===== config.mk =====
export PLATFORM = sky130hd
export DESIGN_NAME = heat_pump_mode_detector
export DESIGN_NICKNAME = d
export VERILOG_FILES = /design/src/design/hpmd_pkg.sv /design/src/design/heat_pump_mode_detector.sv
export SDC_FILE = /design/constraint.sdc
export NUM_CORES = 1
export LEC_CHECK = 0
export BUFFER_PORTS_ARGS = -buffer_cell sky130_fd_sc_hd__buf_2
export CORE_AREA = 2 2 268 270
export CTS_BUF_LIST = sky130_fd_sc_hd__clkbuf_8
export DETAILED_ROUTE_END_ITERATION = 12
export DIE_AREA = 0 0 270 272
export GPL_TIMING_DRIVEN = 1
export PLACE_DENSITY = 0.59
export SYNTH_ARGS = -nofsm -noshare
export SYNTH_HDL_FRONTEND = slang
export SYNTH_SLANG_ARGS = --single-unit

===== constraint.sdc =====
create_clock -name clk -period 8.2 [get_ports clk]
set_clock_uncertainty 0.05 [all_clocks]
set_input_delay 0.82 -clock clk [delete_from_list [all_inputs] [get_ports clk]]
set_output_delay 0.82 -clock clk [all_outputs]
set_load 0.02 [all_outputs]

===== src/design/hpmd_pkg.sv =====
// Shared types and constants for the heat pump mode detector.
package hpmd_pkg;

	// Operating state of the controller
	typedef enum logic [2:0] {
		ST_STANDBY   = 3'd0,
		ST_STARTUP   = 3'd1,
		ST_HOT_WATER = 3'd2,
		ST_HEATING   = 3'd3,
		ST_COOLING   = 3'd4,
		ST_POST_RUN  = 3'd5
	} mode_t;

	// Pump control reported with each result
	typedef enum logic [1:0] {
		PM_NORMAL  = 2'd0,
		PM_DEFROST = 2'd1,
		PM_POSTRUN = 2'd2
	} pump_t;

	// Defrost event codes
	typedef enum logic [1:0] {
		DEV_NONE  = 2'd0,
		DEV_START = 2'd1,
		DEV_END   = 2'd2
	} dfr_evt_t;

	// Transition event codes
	typedef enum logic [3:0] {
		TEV_NONE        = 4'd0,
		TEV_STARTED     = 4'd1,
		TEV_STOPPED     = 4'd2,
		TEV_HOT_WATER   = 4'd3,
		TEV_COOLING     = 4'd4,
		TEV_HEATING     = 4'd5,
		TEV_HEAT_NOSENS = 4'd6,
		TEV_POSTRUN     = 4'd7,
		TEV_HW_TO_HEAT  = 4'd8,
		TEV_TO_HW       = 4'd9,
		TEV_RESTARTED   = 4'd10,
		TEV_POSTRUN_END = 4'd11
	} trans_evt_t;

	// Configuration register indexes
	typedef enum logic [2:0] {
		REG_STARTUP_WAIT  = 3'd0,
		REG_POSTRUN       = 3'd1,
		REG_HOT_WATER     = 3'd2,
		REG_COOL_TREND    = 3'd3,
		REG_DFR_DUTY      = 3'd4,
		REG_DFR_INTERVAL  = 3'd5,
		REG_DFR_DROP      = 3'd6
	} reg_idx_t;

	// Field widths
	localparam int unsigned WaitW     = 22;
	localparam int unsigned PostW     = 23;
	localparam int unsigned TempW     = 12;
	localparam int unsigned TrendW    = 11;
	localparam int unsigned DutyW     = 10;
	localparam int unsigned IntervalW = 20;
	localparam int unsigned DropW     = 10;
	localparam int unsigned TimeW     = 32;
	localparam int unsigned CfgDataW  = 23;

	// Register reset values
	localparam logic [WaitW-1:0]     RstStartupWait = 22'd120000;
	localparam logic [PostW-1:0]     RstPostrun     = 23'd1800000;
	localparam logic [TempW-1:0]     RstHotWater    = 12'sd450;
	localparam logic [TrendW-1:0]    RstCoolTrend   = -11'sd10;
	localparam logic [DutyW-1:0]     RstDfrDuty     = 10'd900;
	localparam logic [IntervalW-1:0] RstDfrInterval = 20'd30000;
	localparam logic [DropW-1:0]     RstDfrDrop     = 10'd3;

endpackage


===== src/design/heat_pump_mode_detector.sv =====
// Heat pump mode detector: input register, state update and result register.
// A beat waits in the input register; its result is registered as the stage advances.
// Throughput: one beat per cycle; a result held by m_tready low stalls the input, and the
// controller state is updated in place between the input and result registers.
// Reset (arst_n low, asynchronous): standby, no defrost, all stamps and held
// temperatures cleared, configuration registers back to their defaults.
module heat_pump_mode_detector (
	input  logic        clk,
	input  logic        arst_n,
	// Input beat
	input  logic        s_tvalid,
	output logic        s_tready,
	input  logic [55:0] s_tdata,  // pwm_active[0], duty[10:1], temperature[22:11], now_ms[54:23]
	input  logic        s_tuser,  // temp_valid[0]
	// Result beat
	output logic        m_tvalid,
	input  logic        m_tready,
	output logic [39:0] m_tdata,  // mode_state[2:0], pump_mode[4:3], defrosting[5],
	                              // defrost_event[7:6], transition_event[11:8],
	                              // remaining_ms[34:12]
	// Configuration writes
	input  logic        cfg_valid,
	output logic        cfg_ready,
	input  logic [2:0]  cfg_index,
	input  logic [hpmd_pkg::CfgDataW-1:0] cfg_data
);

	// Configuration registers
	logic [hpmd_pkg::WaitW-1:0]       startup_wait_q;
	logic [hpmd_pkg::PostW-1:0]       postrun_q;
	logic signed [hpmd_pkg::TempW-1:0]  hot_temp_q;
	logic signed [hpmd_pkg::TrendW-1:0] cool_trend_q;
	logic [hpmd_pkg::DutyW-1:0]       dfr_duty_q;
	logic [hpmd_pkg::IntervalW-1:0]   dfr_interval_q;
	logic [hpmd_pkg::DropW-1:0]       dfr_drop_q;

	// Input stage
	logic                               valid_s1;
	logic                               pwm_s1;
	logic [hpmd_pkg::DutyW-1:0]         duty_s1;
	logic signed [hpmd_pkg::TempW-1:0]  temp_s1;
	logic                               tv_s1;
	logic [hpmd_pkg::TimeW-1:0]         now_s1;

	// Controller state
	hpmd_pkg::mode_t                    mode_q;
	logic                               defrost_q;
	logic [hpmd_pkg::TimeW-1:0]         startup_stamp_q;
	logic [hpmd_pkg::TimeW-1:0]         postrun_stamp_q;
	logic signed [hpmd_pkg::TempW-1:0]  start_temp_q;
	logic                               start_held_q;
	logic signed [hpmd_pkg::TempW-1:0]  sample_temp_q;
	logic [hpmd_pkg::TimeW-1:0]         sample_stamp_q;
	logic                               sample_held_q;

	// Next-state values
	hpmd_pkg::mode_t                    mode_nx;
	logic                               defrost_nx;
	logic [hpmd_pkg::TimeW-1:0]         startup_stamp_nx;
	logic [hpmd_pkg::TimeW-1:0]         postrun_stamp_nx;
	logic signed [hpmd_pkg::TempW-1:0]  start_temp_nx;
	logic                               start_held_nx;
	logic                               start_held_cap;
	logic signed [hpmd_pkg::TempW-1:0]  sample_temp_nx;
	logic [hpmd_pkg::TimeW-1:0]         sample_stamp_nx;
	logic                               sample_held_nx;
	hpmd_pkg::dfr_evt_t                 dev_nx;
	hpmd_pkg::trans_evt_t               tev_nx;
	hpmd_pkg::pump_t                    pump_nx;
	logic [hpmd_pkg::PostW-1:0]         rem_nx;

	// Datapath helpers
	logic [hpmd_pkg::TimeW-1:0]         el_sample;
	logic [hpmd_pkg::TimeW-1:0]         el_start;
	logic [hpmd_pkg::TimeW-1:0]         el_start_nx;
	logic [hpmd_pkg::TimeW-1:0]         el_post_nx;
	logic [13:0]                        drop_sum;
	logic signed [12:0]                 trend;
	logic                               in_run;
	logic                               dfr_check;

	// Result register
	logic                               out_valid_q;
	hpmd_pkg::mode_t                    res_mode_q;
	hpmd_pkg::pump_t                    res_pump_q;
	logic                               res_dfr_q;
	hpmd_pkg::dfr_evt_t                 res_dev_q;
	hpmd_pkg::trans_evt_t               res_tev_q;
	logic [hpmd_pkg::PostW-1:0]         res_rem_q;

	logic                               advance;

	// Handshake: the stage moves when its result slot is free or being drained
	assign advance   = valid_s1 && (!out_valid_q || m_tready);
	assign s_tready  = !valid_s1 || advance;
	assign cfg_ready = 1'b1;
	assign m_tvalid  = out_valid_q;
	assign m_tdata   = {5'd0, res_rem_q, res_tev_q, res_dev_q, res_dfr_q, res_pump_q, res_mode_q};

	// Write configuration registers
	always_ff @(posedge clk or negedge arst_n) begin
		if (!arst_n) begin
			startup_wait_q <= hpmd_pkg::RstStartupWait;
			postrun_q      <= hpmd_pkg::RstPostrun;
			hot_temp_q     <= hpmd_pkg::RstHotWater;
			cool_trend_q   <= hpmd_pkg::RstCoolTrend;
			dfr_duty_q     <= hpmd_pkg::RstDfrDuty;
			dfr_interval_q <= hpmd_pkg::RstDfrInterval;
			dfr_drop_q     <= hpmd_pkg::RstDfrDrop;
		end else if (cfg_valid && cfg_ready) begin
			case (hpmd_pkg::reg_idx_t'(cfg_index))
				hpmd_pkg::REG_STARTUP_WAIT: startup_wait_q <= cfg_data[hpmd_pkg::WaitW-1:0];
				hpmd_pkg::REG_POSTRUN:      postrun_q      <= cfg_data[hpmd_pkg::PostW-1:0];
				hpmd_pkg::REG_HOT_WATER:    hot_temp_q     <= cfg_data[hpmd_pkg::TempW-1:0];
				hpmd_pkg::REG_COOL_TREND:   cool_trend_q   <= cfg_data[hpmd_pkg::TrendW-1:0];
				hpmd_pkg::REG_DFR_DUTY:     dfr_duty_q     <= cfg_data[hpmd_pkg::DutyW-1:0];
				hpmd_pkg::REG_DFR_INTERVAL: dfr_interval_q <= cfg_data[hpmd_pkg::IntervalW-1:0];
				hpmd_pkg::REG_DFR_DROP:     dfr_drop_q     <= cfg_data[hpmd_pkg::DropW-1:0];
				default: ;
			endcase
		end
	end

	// Capture the input beat
	always_ff @(posedge clk or negedge arst_n) begin
		if (!arst_n) begin
			valid_s1 <= 1'b0;
		end else if (s_tready) begin
			valid_s1 <= s_tvalid;
		end
	end

	always_ff @(posedge clk) begin
		if (s_tready && s_tvalid) begin
			pwm_s1  <= s_tdata[0];
			duty_s1 <= s_tdata[10:1];
			temp_s1 <= s_tdata[22:11];
			tv_s1   <= s_tuser;
			now_s1  <= s_tdata[54:23];
		end
	end

	// Defrost detection from temperature drop per sampling interval
	assign in_run    = (mode_q inside {hpmd_pkg::ST_HOT_WATER, hpmd_pkg::ST_HEATING});
	assign dfr_check = (duty_s1 >= dfr_duty_q) && tv_s1;
	assign el_sample = now_s1 - sample_stamp_q;
	assign drop_sum  = {{2{temp_s1[11]}}, temp_s1} - {{2{sample_temp_q[11]}}, sample_temp_q}
	                 + {4'd0, dfr_drop_q};

	always_comb begin
		defrost_nx      = defrost_q;
		sample_temp_nx  = sample_temp_q;
		sample_stamp_nx = sample_stamp_q;
		sample_held_nx  = sample_held_q;
		dev_nx          = hpmd_pkg::DEV_NONE;
		if (in_run) begin
			if (dfr_check) begin
				if (sample_held_q && (el_sample >= {12'd0, dfr_interval_q})) begin
					defrost_nx      = drop_sum[13];
					sample_temp_nx  = temp_s1;
					sample_stamp_nx = now_s1;
				end else if (!sample_held_q) begin
					sample_temp_nx  = temp_s1;
					sample_stamp_nx = now_s1;
					sample_held_nx  = 1'b1;
				end
			end else begin
				defrost_nx = 1'b0;
			end
			if (defrost_nx != defrost_q) begin
				dev_nx = defrost_nx ? hpmd_pkg::DEV_START : hpmd_pkg::DEV_END;
			end
		end else if (defrost_q) begin
			defrost_nx = 1'b0;
			dev_nx     = hpmd_pkg::DEV_END;
		end
	end

	// Startup temperature capture and trend
	assign start_held_cap = start_held_q || tv_s1;
	assign start_temp_nx  = (!start_held_q && tv_s1) ? temp_s1 : start_temp_q;
	assign el_start       = now_s1 - startup_stamp_q;
	assign trend          = 13'(temp_s1) - 13'(start_temp_nx);

	// Next mode and transition event
	always_comb begin
		mode_nx          = mode_q;
		tev_nx           = hpmd_pkg::TEV_NONE;
		startup_stamp_nx = startup_stamp_q;
		postrun_stamp_nx = postrun_stamp_q;
		start_held_nx    = start_held_q;
		case (mode_q)
			hpmd_pkg::ST_STARTUP: begin
				if (!pwm_s1) begin
					mode_nx       = hpmd_pkg::ST_STANDBY;
					tev_nx        = hpmd_pkg::TEV_STOPPED;
					start_held_nx = 1'b0;
				end else if (el_start >= {10'd0, startup_wait_q}) begin
					if (tv_s1) begin
						if (temp_s1 > hot_temp_q) begin
							mode_nx = hpmd_pkg::ST_HOT_WATER;
							tev_nx  = hpmd_pkg::TEV_HOT_WATER;
						end else if (trend <= 13'(cool_trend_q)) begin
							mode_nx = hpmd_pkg::ST_COOLING;
							tev_nx  = hpmd_pkg::TEV_COOLING;
						end else begin
							mode_nx = hpmd_pkg::ST_HEATING;
							tev_nx  = hpmd_pkg::TEV_HEATING;
						end
					end else begin
						mode_nx = hpmd_pkg::ST_HEATING;
						tev_nx  = hpmd_pkg::TEV_HEAT_NOSENS;
					end
					start_held_nx = 1'b0;
				end else begin
					start_held_nx = start_held_cap;
				end
			end
			hpmd_pkg::ST_HOT_WATER, hpmd_pkg::ST_HEATING, hpmd_pkg::ST_COOLING: begin
				if (!pwm_s1) begin
					if (mode_q == hpmd_pkg::ST_HOT_WATER) begin
						mode_nx          = hpmd_pkg::ST_POST_RUN;
						tev_nx           = hpmd_pkg::TEV_POSTRUN;
						postrun_stamp_nx = now_s1;
					end else begin
						mode_nx = hpmd_pkg::ST_STANDBY;
						tev_nx  = hpmd_pkg::TEV_STOPPED;
					end
				end else if (tv_s1) begin
					if (mode_q == hpmd_pkg::ST_HOT_WATER) begin
						if (temp_s1 < hot_temp_q) begin
							mode_nx = hpmd_pkg::ST_HEATING;
							tev_nx  = hpmd_pkg::TEV_HW_TO_HEAT;
						end
					end else if (temp_s1 > hot_temp_q) begin
						mode_nx = hpmd_pkg::ST_HOT_WATER;
						tev_nx  = hpmd_pkg::TEV_TO_HW;
					end
				end
			end
			hpmd_pkg::ST_POST_RUN: begin
				if (pwm_s1) begin
					mode_nx          = hpmd_pkg::ST_STARTUP;
					tev_nx           = hpmd_pkg::TEV_RESTARTED;
					startup_stamp_nx = now_s1;
					start_held_nx    = 1'b0;
				end else if ((now_s1 - postrun_stamp_q) >= {9'd0, postrun_q}) begin
					mode_nx = hpmd_pkg::ST_STANDBY;
					tev_nx  = hpmd_pkg::TEV_POSTRUN_END;
				end
			end
			default: begin
				mode_nx = hpmd_pkg::ST_STANDBY;
				if (pwm_s1) begin
					mode_nx          = hpmd_pkg::ST_STARTUP;
					tev_nx           = hpmd_pkg::TEV_STARTED;
					startup_stamp_nx = now_s1;
					start_held_nx    = 1'b0;
				end
			end
		endcase
	end

	// Remaining time and pump mode after the update
	assign el_start_nx = now_s1 - startup_stamp_nx;
	assign el_post_nx  = now_s1 - postrun_stamp_nx;

	always_comb begin
		rem_nx  = '0;
		pump_nx = hpmd_pkg::PM_NORMAL;
		if (mode_nx == hpmd_pkg::ST_STARTUP) begin
			if (el_start_nx < {10'd0, startup_wait_q}) begin
				rem_nx = {1'b0, startup_wait_q - el_start_nx[hpmd_pkg::WaitW-1:0]};
			end
		end else if (mode_nx == hpmd_pkg::ST_POST_RUN) begin
			if (el_post_nx < {9'd0, postrun_q}) begin
				rem_nx = postrun_q - el_post_nx[hpmd_pkg::PostW-1:0];
			end
		end
		if (mode_nx == hpmd_pkg::ST_POST_RUN) begin
			pump_nx = hpmd_pkg::PM_POSTRUN;
		end else if (defrost_nx) begin
			pump_nx = hpmd_pkg::PM_DEFROST;
		end
	end

	// Update controller state as each beat is processed
	always_ff @(posedge clk or negedge arst_n) begin
		if (!arst_n) begin
			mode_q          <= hpmd_pkg::ST_STANDBY;
			defrost_q       <= 1'b0;
			startup_stamp_q <= '0;
			postrun_stamp_q <= '0;
			start_temp_q    <= '0;
			start_held_q    <= 1'b0;
			sample_temp_q   <= '0;
			sample_stamp_q  <= '0;
			sample_held_q   <= 1'b0;
		end else if (advance) begin
			mode_q          <= mode_nx;
			defrost_q       <= defrost_nx;
			startup_stamp_q <= startup_stamp_nx;
			postrun_stamp_q <= postrun_stamp_nx;
			start_held_q    <= start_held_nx;
			sample_temp_q   <= sample_temp_nx;
			sample_stamp_q  <= sample_stamp_nx;
			sample_held_q   <= sample_held_nx;
			if (mode_q == hpmd_pkg::ST_STARTUP && pwm_s1) begin
				start_temp_q <= start_temp_nx;
			end
		end
	end

	// Hold the result beat until taken
	always_ff @(posedge clk or negedge arst_n) begin
		if (!arst_n) begin
			out_valid_q <= 1'b0;
		end else if (advance) begin
			out_valid_q <= 1'b1;
		end else if (m_tready) begin
			out_valid_q <= 1'b0;
		end
	end

	always_ff @(posedge clk) begin
		if (advance) begin
			res_mode_q <= mode_nx;
			res_pump_q <= pump_nx;
			res_dfr_q  <= defrost_nx;
			res_dev_q  <= dev_nx;
			res_tev_q  <= tev_nx;
			res_rem_q  <= rem_nx;
		end
	end

`ifndef SYNTHESIS
	// Pump is forced exactly in post-run
	a_postrun_pump: assert property (@(posedge clk) disable iff (!arst_n)
		m_tvalid |-> ((res_pump_q == hpmd_pkg::PM_POSTRUN) == (res_mode_q == hpmd_pkg::ST_POST_RUN)))
		else $error("pump mode and post-run state disagree");

	// Defrost can only start from hot water or heating
	a_dfr_rise: assert property (@(posedge clk) disable iff (!arst_n)
		$rose(defrost_q) |-> ($past(mode_q) == hpmd_pkg::ST_HOT_WATER ||
		                      $past(mode_q) == hpmd_pkg::ST_HEATING))
		else $error("defrost set outside hot water or heating");

	// A stalled result freezes the controller state
	a_stall_hold: assert property (@(posedge clk) disable iff (!arst_n)
		(m_tvalid && !m_tready) |=> $stable(mode_q) && $stable(defrost_q))
		else $error("state changed while the result was stalled");

	// Remaining time only in startup or post-run
	a_rem_mode: assert property (@(posedge clk) disable iff (!arst_n)
		(m_tvalid && res_rem_q != '0) |-> (res_mode_q == hpmd_pkg::ST_STARTUP ||
		                                    res_mode_q == hpmd_pkg::ST_POST_RUN))
		else $error("remaining time outside startup or post-run");
`endif

endmodule


* Word level (Yosys, flattened, before mapping)
Index checks and enable logic that the tools add are counted.
** Storage, ports and cells
- Flip-flop bits (word level) :: 327
- Output and inout port bits :: 43
** Operators by class
- Add/subtract/negate cells :: 10
- Order comparisons :: 9
- Equal/unequal tests :: 15
- Mux-type cells :: 59
- Bitwise gates (word level) :: 2
- Reductions and logical operators :: 29
** Operator list (number)
- $mux W32 :: 7
- $sub A32 B32 Y32 :: 5
- $mux W23 :: 3
- $mux W3 :: 15
- $mux W4 :: 10
- $mux W12 :: 3
- $ge A32 B20 Y1 :: 1
- $ge A32 B22 Y1 :: 1
- $ge A32 B23 Y1 :: 1
- $lt A32 B22 Y1 :: 1
- $lt A32 B23 Y1 :: 1
- $sub A12 B12 Y13 :: 2
- $sub A23 B23 Y23 :: 1
- $mux W22 :: 1
- $sub A22 B22 Y22 :: 1
- $eq A3 B3 Y1 const B :: 6
- $reduce_and A2 Y1 :: 8
- $add A13 B11 Y14 :: 1
- $le A13 B11 Y1 :: 1
- $mux W1 :: 13
- $eq A3 B2 Y1 const B :: 4
- $gt A12 B12 Y1 :: 1
- $lt A12 B12 Y1 :: 1
- $pmux W4 S3 :: 1
- other kinds (17) :: 35

* Logic depth before layout (Yosys ltp)
- Depth in word-level cells :: 14
- Gate-level depth with buffers :: 33
- Depth with buffers taken out :: 31

* Worst setup path after synthesis
Ideal clock, no wire load.
- Kind :: reg2reg
- From :: register mode_q[1]
- To :: register res_rem_q[21] in the netlist's numbering (data pin)
- Library setup time :: 134 ps
- Arrival time :: 6701 ps
- Data required time :: 8016 ps
- Slack :: 1315 ps
- Stages on the path, launching flop included :: 34
- Period minus slack after synthesis :: 6885 ps
- Cell sequence :: dfrtp_1 o21a_1 o21ai_1 clkbuf_1 nand2_1 o21ai_0 ha_1 inv_1 fa_1 a211o_1 a21boi_0 o31ai_1 a21oi_1 o21bai_1 a21oi_1 nor2b_1 o21ai_0 a21oi_1 o41ai_1 xnor2_1 ha_1 a21o_1 a21oi_1 o211ai_1 nor4_1 o221ai_1 a21oi_1 o21ai_0 a211oi_1 o2111ai_1 a2111o_1 a2111oi_4 buf_6 a32o_1
** RTL lines
- from (decl) :: RTL line heat_pump_mode_detector.sv:46 : hpmd_pkg::mode_t mode_q;
- from (signal assigned) :: RTL line heat_pump_mode_detector.sv:290 : mode_q <= hpmd_pkg::ST_STANDBY;
- from (signal assigned) :: RTL line heat_pump_mode_detector.sv:300 : mode_q <= mode_nx;
- $eq A3 B2 Y1, or another cell as far along :: RTL line heat_pump_mode_detector.sv:192 : case (mode_q)
- $reduce_or A4 Y1 (no line) (*)
- $mux W32 (*)
- net startup_stamp_nx (one bit) :: RTL line heat_pump_mode_detector.sv:59 : logic [hpmd_pkg::TimeW-1:0] startup_stamp_nx;
- $sub A32 B32 Y32 (*) :: RTL line heat_pump_mode_detector.sv:265 : assign el_start_nx = now_s1 - startup_stamp_nx;
- $lt A32 B22 Y1 / $sub A22 B22 Y22 (equally long branches) :: RTL line heat_pump_mode_detector.sv:272, heat_pump_mode_detector.sv:273
- $mux W22 (*) :: RTL line heat_pump_mode_detector.sv:272 : if (el_start_nx < {10'd0, startup_wait_q}) begin
- $mux W23 (*) :: RTL line heat_pump_mode_detector.sv:271 : if (mode_nx == hpmd_pkg::ST_STARTUP) begin
- net rem_nx (one bit) :: RTL line heat_pump_mode_detector.sv:70 : logic [hpmd_pkg::PostW-1:0] rem_nx;
- to (signal assigned) :: RTL line heat_pump_mode_detector.sv:332 : res_rem_q <= rem_nx;
- to (decl) :: RTL line heat_pump_mode_detector.sv:89 : logic [hpmd_pkg::PostW-1:0] res_rem_q;
The timed path passes the listed nets; every way through them passes the cells marked *.
A chain may end at the register's enable or synchronous reset.

* Worst setup path after layout
Same ends and word-level chain as after synthesis.

==> impl_metrics.json <==
{
  "outcome": "complete, no violations",
  "nNetsFinal": 3674,
  "synth_flop_cell": "dfrtp_1",
  "final_antenna_net_count": 0,
  "first_global_vias": 21900,
  "instances_no_fill": 4203,
  "routabilityCongestion": 0.918,
  "final_common_cell": "ha_1",
  "dieWidth_um": 270,
  "cts_root_buf": "clkbuf_8",
  "ys_seq_area_share_pct": 31.1,
  "p_leak_nw": 14.5,
  "clkTransAtPathRegs_ns": 0.06,
  "power.density_mw_per_mm2": 447,
  "cp.required_ns": 8.65,
  "maxSlewViolCount": 0,
  "start_util_pct": 39.5,
  "post_drt_wl_per_cell_um": 18.6,
  "cts_tree": "built",
  "routed_via_density": 5.37,
  "end_kind": "register",
  "synth_area_mm2": 0.0279,
  "cts_max_level": 3,
  "cts.sink_count": 327,
  "gr-total-overflow": 0,
  "dp_cells": 4081,
  "vias": 22600,
  "cts.path.max_buffers": 3,
  "yosys_warnings": 0,
  "grt_max_degree": 149,
  "syn_inst": 3060,
  "clock_latency_ns": 0.66,
  "finalWirelength_mm": 78.1,
  "cp_slowest_cell": "a2111o_1",
  "finalCritPeriodShare_pct": 91.8,
  "worst_pin_slew_ns": 1.06,
  "drt-initial-drc-count": 1405,
  "design_area_mm2": 0.0310,
  "report.final.hold_viol_count": 0,
  "path_class": "reg2reg",
  "hold_path_class": "in2async",
  "synth-edff-count": 91,
  "rsz0062_at_grt": "no",
  "grt_first_pass_wirelength_mm": 122,
  "antenna_found_initial": 4,
  "layout_common_cells": "ha_1 (370), inv_1 (367), o21ai_0 (227)",
  "cp_max_fo": 22,
  "grt_usage_pct": 21.1,
  "route.detailed.drc": 0,
  "crit_arrival_ns": 7.98,
  "slowest_delay_ns": 0.47,
  "startpoint_type": "register",
  "synth-seq-cells": 327,
  "cp_top_family": "compound AO/OA/AOI/OAI gates",
  "vdd_ir_drop_max_uv": 176,
  "cts_buffers": 66,
  "dr.pass1.iters": 5,
  "crit_top_cell": "a21oi_1",
  "post-route-min-period_ns": 7.52,
  "finalSetupViolCount": 0,
  "async_flop_share_pct": 72.2,
  "path_buf_inv": 2,
  "setup_tns_ns": 0,
  "avgSynthCellArea_um2": 9.13,
  "synth_cell_types": 83,
  "drive_above_1_share_pct": 14.8,
  "port_buffers": 123,
  "fp-row-count": 98,
  "whs_ns": 0.104,
  "slew_headroom_pct": 27.2,
  "dieHeight_um": 272,
  "maxCapViolations": 0,
  "die_area_mm2": 0.0734,
  "dpl_cell_area_mm2": 0.0297,
  "core_mm2": 0.0708,
  "area_growth_pct": 10.9,
  "place_hpwl_mm": 60.4,
  "max_freq_mhz": 133,
  "num_io_pins": 131
}
==> metrics by stage <==
| stage | utilization, % | power [W] | setup WS [ns] |
|---|---|---|---|
| after floorplan | - | 0.00967 | 1.32 |
| after global placement | 42.0 | 0.0120 | 0.615 |
| after detailed placement | 42.0 | 0.0121 | 0.570 |
| after CTS | 43.8 | 0.0139 | 0.531 |
| after global routing | 43.8 | 0.0152 | 0.0379 |
| final | 43.8 | 0.0138 | 0.675 |
==> per-layer routing <==
layer / vias up / track usage (%) / part of all wire (%)
li1: 11200 / - / -
met1: 10800 / 30.1 / 49
met2: 479 / 33.7 / 44
met3: 104 / 2.68 / 4.6
met4: 0 / 5.66 / 2.1
met5: - / 0 / 0
==> Yosys cell counts, types with 8 or more instances <==
cell type  instances  area share (%)
nand3_1           43            0.77
or3_1             14            0.31
o21a_1            35            0.94
xor2_1            53             1.7
nand4_1           28            0.63
nor2_1           169             2.3
a2111oi_0         11            0.34
a32o_1            23            0.82
a21oi_1          215             3.9
a21o_1           113             3.0
o21ai_1            9            0.16
nor2b_1           38            0.85
dfstp_2           44             4.1
edfxtp_1          91             9.8
and2_1            14            0.31
clkbuf_1          66            0.89
or2_2              9            0.20
inv_1            342             4.6
o211ai_1          20            0.54
a21boi_0          11            0.30
ha_1             370              17
a31oi_1           22            0.49
a211o_1            8            0.25
mux2_2           153             6.2
a211oi_1          17            0.46
o31a_1             8            0.25
xnor2_1          110             3.4
dfrtp_1          192              17
fa_1              17             1.2
o21ai_0          227             4.1
nor3_1            42            0.75
o21bai_1          32            0.86
mux2i_1           70             2.5
nand2b_1          39            0.87
o2111ai_1         13            0.41
nand2_1          219             2.9
and4_1             8            0.25
and3_1            18            0.40
buf_4              8            0.22
a221oi_1           8            0.25
o31ai_1            9            0.24
o22ai_1            8            0.18
==> repair_timing <==
item                                    4_1_cts  5_1_grt
hold buffers                                  0        0
buffers inserted                              0        0
gates resized for setup                       0        1
endpoints found under the setup margin        0       22
==> final cells by class <==
type                    instances  area, um2
fillers                      7074      39800
multi-input cells            2307      17600
flip-flops and latches        327       8690
inverters                     343       1290
well taps                     950       1190
clock buffers                  72        991
repair buffers                154        871
clock inverters                49        293
diodes                          1       2.50
==> report_power, final <==
group	switching (W)	total [W]	internal, W
sequential	0.000307	0.00248	0.00217
clock	0.000798	0.00168	0.000884
combinational	0.00565	0.00968	0.00403
total	0.00675	0.0138	0.00708
==> path summary, 6_finish.rpt <==
check	cells past startpoint	start	slack (ns)	endpoint
worst min register to register	2	start_temp_q[9]$_DFFE_PN0P_	0.43	start_temp_q[9]$_DFFE_PN0P_
worst max register to register	31	mode_q[1]$_DFFE_PN0P_	0.68	res_rem_q[21]$_DFFE_PP_
max in group asynchronous	2	arst_n	6.65	postrun_stamp_q[22]$_DFFE_PN0P_
min in group clk	1	s_tdata[21]	0.28	temp_s1[10]$_DFFE_PP_
worst max-delay path	31	mode_q[1]$_DFFE_PN0P_	0.68	res_rem_q[21]$_DFFE_PP_
worst min-delay path	1	arst_n	0.10	sample_temp_q[0]$_DFFE_PN0P_
==> state kept, by name, summed over array words and instances (netlist names), 2 cells and up <==
| signal | count |
|---|---|
| mode_q | 3 |
| now_s1 | 32 |
| dfr_duty_q | 10 |
| res_dev_q | 2 |
| res_mode_q | 3 |
| dfr_interval_q | 20 |
| sample_stamp_q | 32 |
| cool_trend_q | 11 |
| startup_stamp_q | 32 |
| res_pump_q | 2 |
| postrun_q | 23 |
| res_rem_q | 23 |
| start_temp_q | 12 |
| temp_s1 | 12 |
| duty_s1 | 10 |
| dfr_drop_q | 10 |
| hot_temp_q | 12 |
| sample_temp_q | 12 |
| res_tev_q | 4 |
| postrun_stamp_q | 32 |
| startup_wait_q | 22 |
==> cells by family (layout without fill, tap and decap cells) <==
family,count (synthesis),count (layout),share of synthesized area [%]
adders and majority gates,387,387,17.8
AOI/OAI and AO/OA,849,849,19.7
xor gates and xnor gates,163,163,5.11
buffers and inverters,430,618,5.97
muxes,223,223,8.68
and+or+nand+nor,679,679,11.6
DFF,327,327,31.1
other,2,7,0.0269
Note: power is estimated with default switching activity, not from simulation.
